### config.mk
export PLATFORM = sky130hd
export DESIGN_NAME = rc4_front
export DESIGN_NICKNAME = d
export VERILOG_FILES = /design/src/design/rc4_pkg.sv /design/src/design/rc4_front.sv
export SDC_FILE = /design/constraint.sdc
export NUM_CORES = 1
export LEC_CHECK = 0
export ABC_CLOCK_PERIOD_IN_PS = 1300
export BUFFER_PORTS_ARGS = -buffer_cell sky130_fd_sc_hd__buf_4
export CAP_MARGIN = 10
export CORE_UTILIZATION = 45
export DETAILED_ROUTE_END_ITERATION = 7
export GPL_ROUTABILITY_DRIVEN = 0
export HOLD_SLACK_MARGIN = 0.03
export PLACE_DENSITY = 0.73
export SLEW_MARGIN = 20
export SYNTH_ARGS = -nofsm -noshare
export SYNTH_HDL_FRONTEND = slang
export SYNTH_SLANG_ARGS = --single-unit
### constraint.sdc
create_clock -name clk -period 1.3 [get_ports clk]
set_input_delay 0 -clock clk [delete_from_list [all_inputs] [get_ports clk]]
set_output_delay 0 -clock clk [all_outputs]
set_load 0.02 [all_outputs]
### src/design/rc4_pkg.sv
// rc4_pkg: shared widths, item classification codes, queue entry and
// sequencer state types for the rc4 stream cipher
// no dependencies
`default_nettype none

package rc4_pkg;

  localparam int unsigned BYTE_W      = 8;
  localparam int unsigned PERM_DEPTH  = 256;
  localparam int unsigned KEY_MAX_DEF = 256;
  localparam int unsigned QUEUE_DEPTH = 2;

  // class of a queued item
  typedef enum logic [1:0] {
    OP_KEY,
    OP_KEY_LAST,
    OP_DATA
  } op_t;

  // one queue entry between front and back
  typedef struct packed {
    op_t               op;
    logic [BYTE_W-1:0] data;
    logic              last;
  } item_t;

  // back-end sequencer states
  typedef enum logic [3:0] {
    ST_IDLE,
    ST_KSA_INIT,
    ST_KSA_RD,
    ST_KSA_J,
    ST_KSA_W0,
    ST_KSA_W1,
    ST_PRGA_J,
    ST_PRGA_W0,
    ST_PRGA_OUT
  } state_t;

endpackage

`default_nettype wire

### src/design/rc4_front.sv
// rc4_front: accepts input beats, classifies them and queues them for the back end
// depends on rc4_pkg
`default_nettype none

module rc4_front (
  input  wire logic                           clk,
  input  wire logic                           rst,
  input  wire logic                           in_valid,
  output logic                                in_ready,
  input  wire logic                           action,
  input  wire logic [rc4_pkg::BYTE_W-1:0]     byte_in,
  input  wire logic                           last,
  output logic                                q_valid,
  output rc4_pkg::item_t                      q_item,
  input  wire logic                           q_pop
);

  import rc4_pkg::*;

  localparam int unsigned PTR_W = (QUEUE_DEPTH > 1) ? $clog2(QUEUE_DEPTH) : 1;
  localparam int unsigned CNT_W = $clog2(QUEUE_DEPTH + 1);

  item_t            slots [QUEUE_DEPTH];
  logic [PTR_W-1:0] wr_ptr;
  logic [PTR_W-1:0] rd_ptr;
  logic [CNT_W-1:0] count;
  logic             push;
  item_t            new_item;

  // classify the incoming beat
  always_comb begin
    new_item.data = byte_in;
    new_item.last = last;
    if (action) begin
      new_item.op = OP_DATA;
    end else if (last) begin
      new_item.op = OP_KEY_LAST;
    end else begin
      new_item.op = OP_KEY;
    end
  end

  assign in_ready = (count != CNT_W'(QUEUE_DEPTH));
  assign push     = in_valid && in_ready;
  assign q_valid  = (count != '0);
  assign q_item   = slots[rd_ptr];

  // queue storage
  always_ff @(posedge clk) begin
    if (push) begin
      slots[wr_ptr] <= new_item;
    end
  end

  // queue pointers and fill count
  always_ff @(posedge clk) begin
    if (rst) begin
      wr_ptr <= '0;
      rd_ptr <= '0;
      count  <= '0;
    end else begin
      if (push) begin
        wr_ptr <= wr_ptr + 1'b1;
      end
      if (q_pop) begin
        rd_ptr <= rd_ptr + 1'b1;
      end
      unique case ({push, q_pop})
        2'b10:   count <= count + 1'b1;
        2'b01:   count <= count - 1'b1;
        default: count <= count;
      endcase
    end
  end

endmodule

`default_nettype wire

## Word level (Yosys, flattened, before mapping)

Memories as Yosys holds them, arrays and structs flattened. A register that Yosys moved wholly into a read port is not among the register bits.
Index checks and enable logic that the tools add are counted.

- Input port bits: 14
- Word-level logic and storage cells: 21
- Bits in writable memories: 22
- Memories: 1
- Flip-flop bits (word level): 4

Memory list:

| name | depth | width | read ports | clocked after memory_dff | write ports | RTL line | source |
|---|---|---|---|---|---|---|---|
| slots | 2 | 11 | 1 | 1 | 1 | rc4_front.sv:23 | `item_t slots [QUEUE_DEPTH];` |

- Equal/unequal tests: 3
- Add/sub/neg operators: 4
- Multiplexer cells: 7
- Reductions and logical operators: 3

Operators with widths:

| operator | number |
|---|---|
| 1-bit 2-to-1 mux | 5 |
| 2-bit case mux with 2 select lines | 1 |
| 2-bit nonzero test | 2 |
| 1-bit adder (second input constant) | 2 |
| 2-bit by 1-bit adder with 2-bit output (second input constant) | 1 |
| 2-bit by 1-bit == test with 1-bit output (second input constant) | 1 |
| 2-bit == test (second input constant) | 1 |
| 2-bit 2-to-1 mux | 1 |
| 2-bit inequality test (second input constant) | 1 |
| 2-bit by 1-bit subtractor with 2-bit output (second input constant) | 1 |
| 1-bit logical AND | 1 |

## Depth between registers and ports, before layout

Gate-level depths: netlist (run 1).

- Word-level depth: 4
- Gate-level depth with buffers: 6
- Depth with buffers taken out: 6

## Worst setup path after synthesis (run 1)

OpenSTA, ideal clock, no wires.

- Kind: flip-flop to flip-flop
- Start point: register count[0]
- End point: register count[1]
- Period minus slack after synthesis: 1,578 ps
- Stages on the path, launching flop included: 6
- Slack: -278 ps
- Data arrival time: 1,509 ps
- Path through: dfxtp_1 -> nand2b_1 -> nand2_1 -> ha_1 -> or3_1 -> a21oi_1

- Longest elaborated chain between the ends: 4

Ends and longest elaborated chain:

| what | RTL line | source |
|---|---|---|
| start, declared | rc4_front.sv:26 | `logic [CNT_W-1:0] count;` |
| start signal, assigned | rc4_front.sv:69 | `2'b10: count <= count + 1'b1;` |
| start signal, assigned | rc4_front.sv:70 | `2'b01: count <= count - 1'b1;` |
| start signal, assigned | rc4_front.sv:71 | `default: count <= count;` |
| 2-bit inequality test (*) | rc4_front.sv:43 | `assign in_ready = (count != CNT_W'(QUEUE_DEPTH));` |
| via in_ready | rc4_front.sv:9 | `output logic in_ready,` |
| 1-bit logical AND (*) | rc4_front.sv:44 | `assign push = in_valid && in_ready;` |
| 2-bit by 1-bit == test with 1-bit output / 2-bit == test (equally long branches) | rc4_front.sv:68 | `unique case ({push, q_pop})` |
| 2-bit case mux with 2 select lines / 2-bit nonzero test (equally long branches) | n/a |  |

Mark *: on every way through the listed nets, which the timed path passes. The rest lies on a longest branch.
A chain may end at the register's enable or synchronous reset.

## Final worst setup path (run 1)

- Start point: register count[0]
- End point: register count[1]

- Longest elaborated chain between the ends: 4

Ends and longest elaborated chain:

| what | RTL line |
|---|---|
| 2-bit inequality test | rc4_front.sv:43 |
| 1-bit logical AND | rc4_front.sv:44 |
| 2-bit by 1-bit == test with 1-bit output / 2-bit == test (equally long branches) | rc4_front.sv:68 |
| 2-bit case mux with 2 select lines / 2-bit nonzero test (equally long branches) | n/a |

Parallel ways exist; a longest one is shown, timed or not.

==> flow_metrics.tcl, run 1 <==
set metrics [dict create \
    die_w_microns 49.40 \
    p_per_area_nw_per_um2 1295 \
    netlist_area_sq_um 1011 \
    synth_top_cell_area_share_pct 65.35 \
    cpMaxStageDelayCell "dfxtp_2" \
    final_hold_viol_count 0 \
    slew_viol_final 0 \
    drive_gt1_share_pct 52.34 \
    grt_pass1_vias 642 \
    crit_fanout 4 \
    ios 27 \
    cts_tree "built" \
    start_util_pct 49.51 \
    timing.final.crit_period_ns 1.321 \
    finalSetupViolCount 1 \
    yosysSeqAreaShare_pct 75.25 \
    clk_pin_slew_ns 0.15 \
    synth_fp_nets 73 \
    seqPwrFrac_pct 52.4 \
    async_flop_share_pct 0 \
    grt_max_degree 18 \
    synth.distinct_cells 19 \
    switching_share_pct 26.31 \
    grt_overflow_total 0 \
    ys.flop_type "edfxtp_1" \
    grt_usage_pct 15.06 \
    cp-start-kind "register" \
    finalCritPeriodShare_pct 101.6 \
    grt_pass1_wl_microns 2691 \
    crit_arrival_ns 1.59 \
    p_leak_nw 0.6392 \
    combinationalPowerShare_pct 29.5 \
    clk_latency_ns 0.32 \
    place_area_sq_um 1296 \
    fill_cells 140 \
    peakVddDrop_mv 1.019 \
    max_stage_delay_ns 0.36 \
    clock_sinks 27 \
    setup_slack_ns -0.02117 \
    required_ns 1.56 \
    startpoint "count[0]$_SDFFE_PP0P_" \
    min-delay-path-class "in -> reg" \
    synth_seq_cells 27 \
    whs_ns 0.3981 \
    die_y_microns 49.40 \
    yosysTopAreaCell "edfxtp_1" \
    syn_inst 58 \
    maxCapViolCount 0 \
    syn_avg_cell_area_sq_um 17.43 \
    via_per_inst 4.694 \
    post-synth-top-count-cell "edfxtp_1" \
    vias 629 \
    drt_wl_total_microns 1745 \
    rows 16 \
    antennaDiodeCount 0 \
    core_sq_um 2042 \
    internal-power_mw 1.499 \
    hold_start "byte_in[4]" \
    reg2reg_from "count[0]$_SDFFE_PP0P_" \
    ctsRootBufferMaster "clkbuf_4" \
    drtIter0Drc 4 \
    finClkSkew_ns 0.009071 \
    fin_area_sq_um 1570 \
    route.detailed.wl_per_inst_microns 13.02 \
    dieArea_sq_um 2440 \
    cts_buffer_depth 2 \
    end_kind "register" \
    nNetsFinal 123 \
    antenna_left 0 \
    ys_warn_count 0 \
    p_clk_share_pct 18.2 \
    first_pass_iters 3 \
    htree_levels 1 \
    status "finished, violations left" \
    path_cells "nand2b_4 -> nand2_4 -> ha_4 -> xnor2_1 -> or3_1 -> a21oi_1" \
    ys_top_cells_by_area "edfxtp_1, mux2_2, dfxtp_1" \
    reg2reg_slack_ns -0.02 \
    clock.fmax_mhz 756.9 \
    maxSlewHeadroom_pct 82.39 \
    rsz0062_at_grt "yes" \
    antenna_found_initial 0 \
    numCtsBuffers 3 \
    synth-edff-count 22 \
    violations "setup timing" \
    drc 0 \
    post-dp-hpwl_microns 1192 \
    tightest_slew_ns 0.2641 \
    p_sw_mw 0.5350 \
    area_growth_pct 55.32 \
    synth_common_cells "edfxtp_1, mux2_2, dfxtp_1" \
    io_buffers 26 \
    crit_type "reg -> reg" \
]
==> path summary, 6_finish.rpt <==
path / to / cells after the start
worst max-delay path: count[1]$_SDFFE_PP0P_ / 6
worst min-delay path: slots[1][5]$_DFFE_PP_ / 2
worst max register to register: count[1]$_SDFFE_PP0P_ / 6
worst min register to register: count[1]$_SDFFE_PP0P_ / 2
==> layout make-up <==
class | count | area, sq um | share of cell area (%)
sequential | 27 | 763.2 | 48.61
timing repair buffer | 46 | 426.7 | 27.17
multi-input combinational | 29 | 311.5 | 19.84
tap | 27 | 33.78 | 2.151
clock buffer | 3 | 22.52 | 1.434
clock inverter | 1 | 8.758 | 0.5578
inverter | 1 | 3.754 | 0.2390
==> power groups by stage <==
stage	Sequential [mW]	Combinational [mW]	Clock (mW)
after floorplan	1.08	0.270	0
after global placement	1.08	0.463	0
after detailed placement	1.08	0.474	0
after CTS	1.06	0.528	0.377
after global routing	1.07	0.636	0.409
final	1.07	0.599	0.369
==> registers in the layout, summed over array words and instances (netlist names), named ones only <==
signal  cells
count       2
slots      22
wr_ptr      1
rd_ptr      1
==> per-layer routing <==
| layer | vias up | share of wire, % | GRT usage (%) |
|---|---|---|---|
| li1 | 317 | - | - |
| met1 | 294 | 42 | 16.77 |
| met2 | 18 | 54 | 29.45 |
| met3 | 0 | 3.6 | 2.804 |
| met4 | 0 | 0 | 2.857 |
| met5 | - | 0 | 0 |
==> logic make-up after synthesis <==
kind of cell / after synthesis / synth area share (%)
AO/OA/AOI/OAI: 4 / 2.475
XOR/XNOR: 3 / 2.599
adder cells (fa/ha/maj): 1 / 1.237
buffers and inverters: 2 / 0.8655
flip-flops: 27 / 75.25
multiplexers: 11 / 12.25
AND/OR/NAND/NOR: 10 / 5.324
==> metrics by stage <==
stage / cells / utilization, % / setup slack [ns] / total power [mW] / setup TNS (ns)
finish: 134 / 76.90 / -0.02117 / 2.034 / -0.02117
floorplan: 58 / - / -0.01373 / 1.349 / -0.01373
global route: 134 / 76.90 / -0.09696 / 2.118 / -0.3760
detailed placement: 115 / 63.48 / -0.01460 / 1.556 / -0.04611
global placement: 115 / 63.48 / 0.02586 / 1.540 / 0
CTS: 134 / 72.49 / -0.03432 / 1.968 / -0.2424
==> critical path, delay by kind of cell, from the launching register on <==
family / cells / cell delay [ns]
adder cells (fa/ha/maj): 1 / 0.15
AND/OR/NAND/NOR: 3 / 0.51
AO/OA/AOI/OAI: 1 / 0.13
flip-flops: 1 / 0.36
XOR/XNOR: 1 / 0.12
==> cells in the final DEF, fill, tap and decap left out, drive strengths merged <==
cell type | Yosys | layout
o21ai | 1 | 1
edfxtp | 22 | 22
clkbuf | 0 | 3
dfxtp | 5 | 5
nand2 | 1 | 1
nor2 | 3 | 3
and3 | 1 | 1
xnor2 | 2 | 2
ha | 1 | 1
nand2b | 1 | 1
or2 | 1 | 1
a21oi | 2 | 2
nor2b | 1 | 1
a21bo | 1 | 1
or3 | 1 | 1
buf | 1 | 33
dlygate4sd3 | 0 | 13
xor2 | 1 | 1
nand3b | 1 | 1
inv | 1 | 2
mux2 | 11 | 11
==> what timing repair did <==
action,in CTS,in global routing
hold buffers,13,0
hold endpoints to repair,27,0
pin swaps,0,0
setup buffers,2,0
resized for setup,3,24
setup endpoints to repair,23,12
(Power assumes the default switching activity.)
==> run 2, diff against run 1 <==
--- a/config.mk
+++ b/config.mk
@@ -6,7 +6,7 @@
 export NUM_CORES = 1
 export LEC_CHECK = 0
 export ABC_CLOCK_PERIOD_IN_PS = 1300
-export BUFFER_PORTS_ARGS = -buffer_cell sky130_fd_sc_hd__buf_4
+export BUFFER_PORTS_ARGS = -buffer_cell sky130_fd_sc_hd__buf_2
 export CAP_MARGIN = 10
 export CORE_UTILIZATION = 45
 export DETAILED_ROUTE_END_ITERATION = 7
==> run 2 against run 1 <==
- the flow now finishes without violations
- setup slack better by 0.031 ns
- critical path depth stayed put
- sequential share of layout area is 1.5 points higher
- die area stayed put
- flip-flop and latch count stayed put
- critical endpoint unchanged
- largest power group unchanged
==> flow_metrics.tcl, run 2 (same netlist as run 1, synthesis figures left out) <==
set metrics [dict create \
    p_clk_share_pct 17.4 \
    multi_input_area_sq_um 314.1 \
    switching_share_pct 26.04 \
    slew_viol_final 0 \
    seqPwrFrac_pct 53.6 \
    cts_buffer_depth 2 \
    numCtsBuffers 3 \
    die_w_microns 49.40 \
    antennaDiodeCount 0 \
    timing.final.crit_period_ns 1.290 \
    grt_pass1_wl_microns 2718 \
    route.detailed.wl_per_inst_microns 13.54 \
    clk_pin_slew_ns 0.14 \
    p_sw_mw 0.5183 \
    dieArea_sq_um 2440 \
    largest_reg_flops 22 \
    grt_overflow_total 0 \
    required_ns 1.56 \
    antenna_found_initial 0 \
    clk_latency_ns 0.31 \
    core_sq_um 2042 \
    first_pass_iters 3 \
    numPlacedInstances 115 \
    rsz0062_at_grt "yes" \
    final_hold_viol_count 0 \
    grt_max_degree 15 \
    max_stage_delay_ns 0.36 \
    cpMaxStageDelayCell "dfxtp_2" \
    combinationalPowerShare_pct 29.0 \
    drt_wl_total_microns 1801 \
    maxCapViolCount 0 \
    crit_type "reg -> reg" \
    final_cells 133 \
    drive_gt1_share_pct 51.89 \
    ios 27 \
    path_cells "nand2b_4 -> nand2_2 -> ha_4 -> xnor2_2 -> or3_1 -> a21oi_1" \
    grt_pass1_vias 654 \
    antenna_left 0 \
    crit_fanout 2 \
    largest_register "slots" \
    start_util_pct 49.51 \
    crit_arrival_ns 1.55 \
    drc 0 \
    vias 612 \
    status "finished, final reports clean" \
    nNetsFinal 122 \
    met3_usage_pct 2.804 \
    area_growth_pct 50.62 \
    p_per_area_nw_per_um2 1307 \
    place_area_sq_um 1231 \
    regArea_sq_um 763.2 \
    largest_registers "slots (22), count (2)" \
    fin_util_pct 74.57 \
    grtUsageMet2_pct 28.77 \
    fill_cells 146 \
    internal-power_mw 1.472 \
    crit_family "simple AND/OR/NAND/NOR gates" \
    maxSlewHeadroom_pct 82.63 \
    p_leak_nw 0.6205 \
    fin_area_sq_um 1523 \
    via_per_inst 4.602 \
    min-delay-path-class "in -> reg" \
    grtUsageMet1_pct 16.15 \
    ctsRootBufferMaster "clkbuf_4" \
    grt_usage_pct 15.06 \
    finalCritPeriodShare_pct 99.24 \
    cp-start-kind "register" \
    final_cell_mix "edfxtp_1, buf_2, dlygate4sd3_1, buf_6, mux2_4" \
    htree_levels 1 \
    io_buffers 26 \
    peakVddDrop_mv 1.355 \
    drtIter0Drc 2 \
    end_kind "register" \
    finClkSkew_ns 0.006537 \
    tightest_slew_ns 0.2606 \
    post-dp-hpwl_microns 1139 \
    clock.fmax_mhz 775.1 \
    busiest_layer "met2" \
    rows 16 \
    finalSetupViolCount 0 \
    clock_sinks 27 \
    final_common_cell "edfxtp_1" \
    path_buf_inv 0 \
    cts_tree "built" \
    die_y_microns 49.40 \
]
## run 2: worst paths after layout
path,cells past startpoint,to,slack (ns),start
worst min register to register,2,register,0.53,rd_ptr$_SDFFE_PP0P_
worst max register to register,6,count[1]$_SDFFE_PP0P_,0.01,count[0]$_SDFFE_PP0P_
worst min-delay path,2,slots[0][5]$_DFFE_PP_,0.41,byte_in[4]
worst max-delay path,6,count[1]$_SDFFE_PP0P_,0.01,count[0]$_SDFFE_PP0P_
## run 2: worst reg2reg max path, cell delays in order (launching register included)
cell	delay (ns)
dfxtp_2	0.36
nand2b_4	0.13
nand2_2	0.06
ha_4	0.16
xnor2_2	0.12
or3_1	0.30
a21oi_1	0.11
## run 2: through the flow
step	hold slack, ns	worst slack (ns)	power, mW	TNS [ns]
2_1_floorplan	0.06497	-0.01373	1.349	-0.01373
3_3_place_gp	0.1933	0.02969	1.490	0
3_5_place_dp	0.1932	-0.002092	1.504	-0.02172
4_1_cts	0.4090	0.003278	1.879	0
5_1_grt	0.3960	-0.06339	2.069	-0.09734
6_report	0.4077	0.009864	1.991	0
## run 2: final cells by class
type | count | share of cell area (%)
tap | 27 | 2.219
sequential | 27 | 50.12
clock buffer | 4 | 1.726
inverter | 1 | 0.2465
multi-input combinational | 29 | 20.62
timing repair buffer | 45 | 25.06
## run 2: per-layer routing
layer  vias to the layer above  share of wire [%]  wire (microns)
li1                        313                  -               -
met1                       281                 42             762
met2                        16                 54             967
met3                         2                2.7              49
met4                         0                1.2              22
met5                         -                  0               0
## run 2: what timing repair did
action                                  CTS  global route
resized for setup                         5            33
endpoints found under the setup margin   20            12
pin swaps                                 1             1
gates cloned                              0             0
setup buffers                             1             0
endpoints found under the hold margin    27             0
hold buffers                             13             0
## run 2: power groups by stage
| stage | logic, mW | clock network [mW] | registers, mW |
|---|---|---|---|
| after floorplan | 0.270 | 0 | 1.08 |
| after global placement | 0.413 | 0 | 1.08 |
| after detailed placement | 0.419 | 0 | 1.08 |
| after CTS | 0.467 | 0.346 | 1.07 |
| after global routing | 0.612 | 0.380 | 1.08 |
| final | 0.577 | 0.346 | 1.07 |
==> run 3, diff against run 2 <==
--- a/config.mk
+++ b/config.mk
@@ -6,14 +6,13 @@
 export NUM_CORES = 1
 export LEC_CHECK = 0
 export ABC_CLOCK_PERIOD_IN_PS = 1300
-export BUFFER_PORTS_ARGS = -buffer_cell sky130_fd_sc_hd__buf_2
+export BUFFER_PORTS_ARGS = -buffer_cell sky130_fd_sc_hd__clkbuf_2
 export CAP_MARGIN = 10
 export CORE_UTILIZATION = 45
 export DETAILED_ROUTE_END_ITERATION = 7
 export GPL_ROUTABILITY_DRIVEN = 0
 export HOLD_SLACK_MARGIN = 0.03
 export PLACE_DENSITY = 0.73
-export SLEW_MARGIN = 20
 export SYNTH_ARGS = -nofsm -noshare
 export SYNTH_HDL_FRONTEND = slang
 export SYNTH_SLANG_ARGS = --single-unit
==> run 3 against run 2 <==
- setup slack gained 0.0073 ns
- clock skew shrank 0.0014 ns
- via count grew 2.6%
- sequential power is essentially flat
- routed wire length shrank 1.4%
- register-to-register slack is essentially flat
- clock power grew 3%
- critical path type unchanged
- combinational power grew 4.9%
- die area is the same
- cell area grew 2.9%
- critical endpoint unchanged
==> flow_metrics.tcl, run 3 (same netlist as run 1, synthesis figures left out) <==
set metrics [dict create \
    hold_start "byte_in[5]" \
    cts_buffer_depth 2 \
    rows 16 \
    min-delay-path-class "in -> reg" \
    numPlacedInstances 115 \
    core_sq_um 2042 \
    finalSetupViolCount 0 \
    finClkSkew_ns 0.005103 \
    grt_pass1_vias 651 \
    p_leak_nw 0.6424 \
    cts_tree "built" \
    largest_register "slots" \
    required_ns 1.56 \
    antenna_found_initial 0 \
    cp-start-kind "register" \
    start_util_pct 49.51 \
    crit_arrival_ns 1.54 \
    status "finished, final reports clean" \
    timing.final.crit_period_ns 1.283 \
    clk_pin_slew_ns 0.14 \
    reg2reg_to "count[1]$_SDFFE_PP0P_" \
    ctsRootBufferMaster "clkbuf_4" \
    drt_wl_total_microns 1776 \
    internal-power_mw 1.494 \
    crit_fanout 2 \
    crit_type "reg -> reg" \
    grt_usage_pct 16.40 \
    dieArea_sq_um 2440 \
    post-dp-hpwl_microns 1167 \
    combinationalPowerShare_pct 29.8 \
    area_growth_pct 54.95 \
    fin_util_pct 76.72 \
    numCtsBuffers 3 \
    finalCritPeriodShare_pct 98.68 \
    drive_gt1_share_pct 53.27 \
    vias 628 \
    maxSlewHeadroom_pct 82.77 \
    worstHoldEndpoint "slots[0][6]$_DFFE_PP_" \
    clk_latency_ns 0.32 \
    antenna_left 0 \
    final_common_cell "edfxtp_1" \
    rsz0062_at_grt "yes" \
    p_clk_share_pct 17.5 \
    die_y_microns 49.40 \
    min_path_cells 2 \
    p_sw_mw 0.5352 \
    grt_overflow_total 0 \
    nNetsFinal 123 \
    drtIter0Drc 7 \
    antennaDiodeCount 0 \
    final_hold_viol_count 0 \
    final_cell_mix "edfxtp_1, clkbuf_2, dlygate4sd3_1, mux2_4, buf_6" \
    largest_registers "slots (22), count (2)" \
    io_buffers 26 \
    reg2reg_from "count[0]$_SDFFE_PP0P_" \
    power.total_mw 2.030 \
    first_pass_iters 5 \
    fill_cells 128 \
    seqPwrFrac_pct 52.7 \
    via_per_inst 4.687 \
    preCtsSetupSlack_ns -0.007693 \
    htree_levels 1 \
    reg2reg_slack_ns 0.02 \
    clock_sinks 27 \
    tightest_slew_ns 0.2584 \
    largest_reg_flops 22 \
    p_per_area_nw_per_um2 1296 \
    peakVddDrop_mv 1.030 \
    setup_slack_ns 0.01721 \
    switching_share_pct 26.37 \
    clock.fmax_mhz 779.6 \
    final_cells 134 \
    drc 0 \
    maxCapViolCount 0 \
    end_kind "register" \
    route.detailed.wl_per_inst_microns 13.25 \
    grt_max_degree 17 \
    grt_pass1_wl_microns 2856 \
    reg2reg_depth 6 \
    die_w_microns 49.40 \
    slew_viol_final 0 \
    ios 27 \
]
-- run 3: worst max-delay path, stage by stage, from the launching register on --
cell and delay, ns:
dfxtp_2 0.35, nand2b_4 0.12, nand2_2 0.06, ha_4 0.16
xnor2_2 0.12, or3_1 0.30, a21oi_1 0.12
-- run 3: metal layers --
| metal | vias to the layer above | share of wire, % | global-route usage [%] |
|---|---|---|---|
| met1 | 290 | 42 | 19.67 |
| met2 | 20 | 53 | 28.77 |
| li1 | 314 | - | - |
| met5 | - | 0 | 0 |
| met3 | 4 | 3.3 | 2.804 |
| met4 | 0 | 1.6 | 7.143 |
-- run 3: layout make-up --
cell class	instances	area, sq um	share of cell area [%]
inverter	1	3.754	0.2396
tap	27	33.78	2.157
multi-input combinational	29	321.6	20.53
timing repair buffer	46	414.1	26.44
clock inverter	1	7.507	0.4792
sequential	27	763.2	48.72
clock buffer	3	22.52	1.438
-- run 3: per-stage QoR --
stage	instance area, sq um	setup TNS [ns]	hold slack (ns)
final	1567	0	0.4042
after global routing	1567	-0.3520	0.3991
after CTS	1490	-0.06170	0.3958
after detailed placement	1231	-0.08254	0.1978
after global placement	1231	0	0.1950
after floorplan	1035	-0.01373	0.06497
-- run 3: how the worst max path moves through the flow --
stage | from | endpoint | slack, ns | cells past startpoint
after floorplan | count[0]$_SDFFE_PP0P_ | count[1]$_SDFFE_PP0P_ | -0.01 | 6
after global placement | count[0]$_SDFFE_PP0P_ | slots[1][1]$_DFFE_PP_ | 0.03 | 2
after detailed placement | count[0]$_SDFFE_PP0P_ | slots[1][0]$_DFFE_PP_ | -0.008 | 2
after CTS | register | q_item[3] | -0.02 | 3
after global routing | count[1]$_SDFFE_PP0P_ | count[1]$_SDFFE_PP0P_ | -0.04 | 5
final | count[0]$_SDFFE_PP0P_ | count[1]$_SDFFE_PP0P_ | 0.02 | 6
-- run 3: timing repair --
item | in CTS | in global routing
buffers inserted | 1 | 0
hold endpoints to repair | 27 | 0
resized for setup | 21 | 29
endpoints found under the setup margin | 23 | 13
hold buffers | 14 | 0
-- run 3: power groups by stage --
stage                     sequential, mW  clock, mW  combinational (mW)
after floorplan                     1.08          0               0.270
after global placement              1.08          0               0.414
after detailed placement            1.09          0               0.419
after CTS                           1.07      0.371               0.527
after global routing                1.08      0.395               0.643
final                               1.07      0.355               0.605
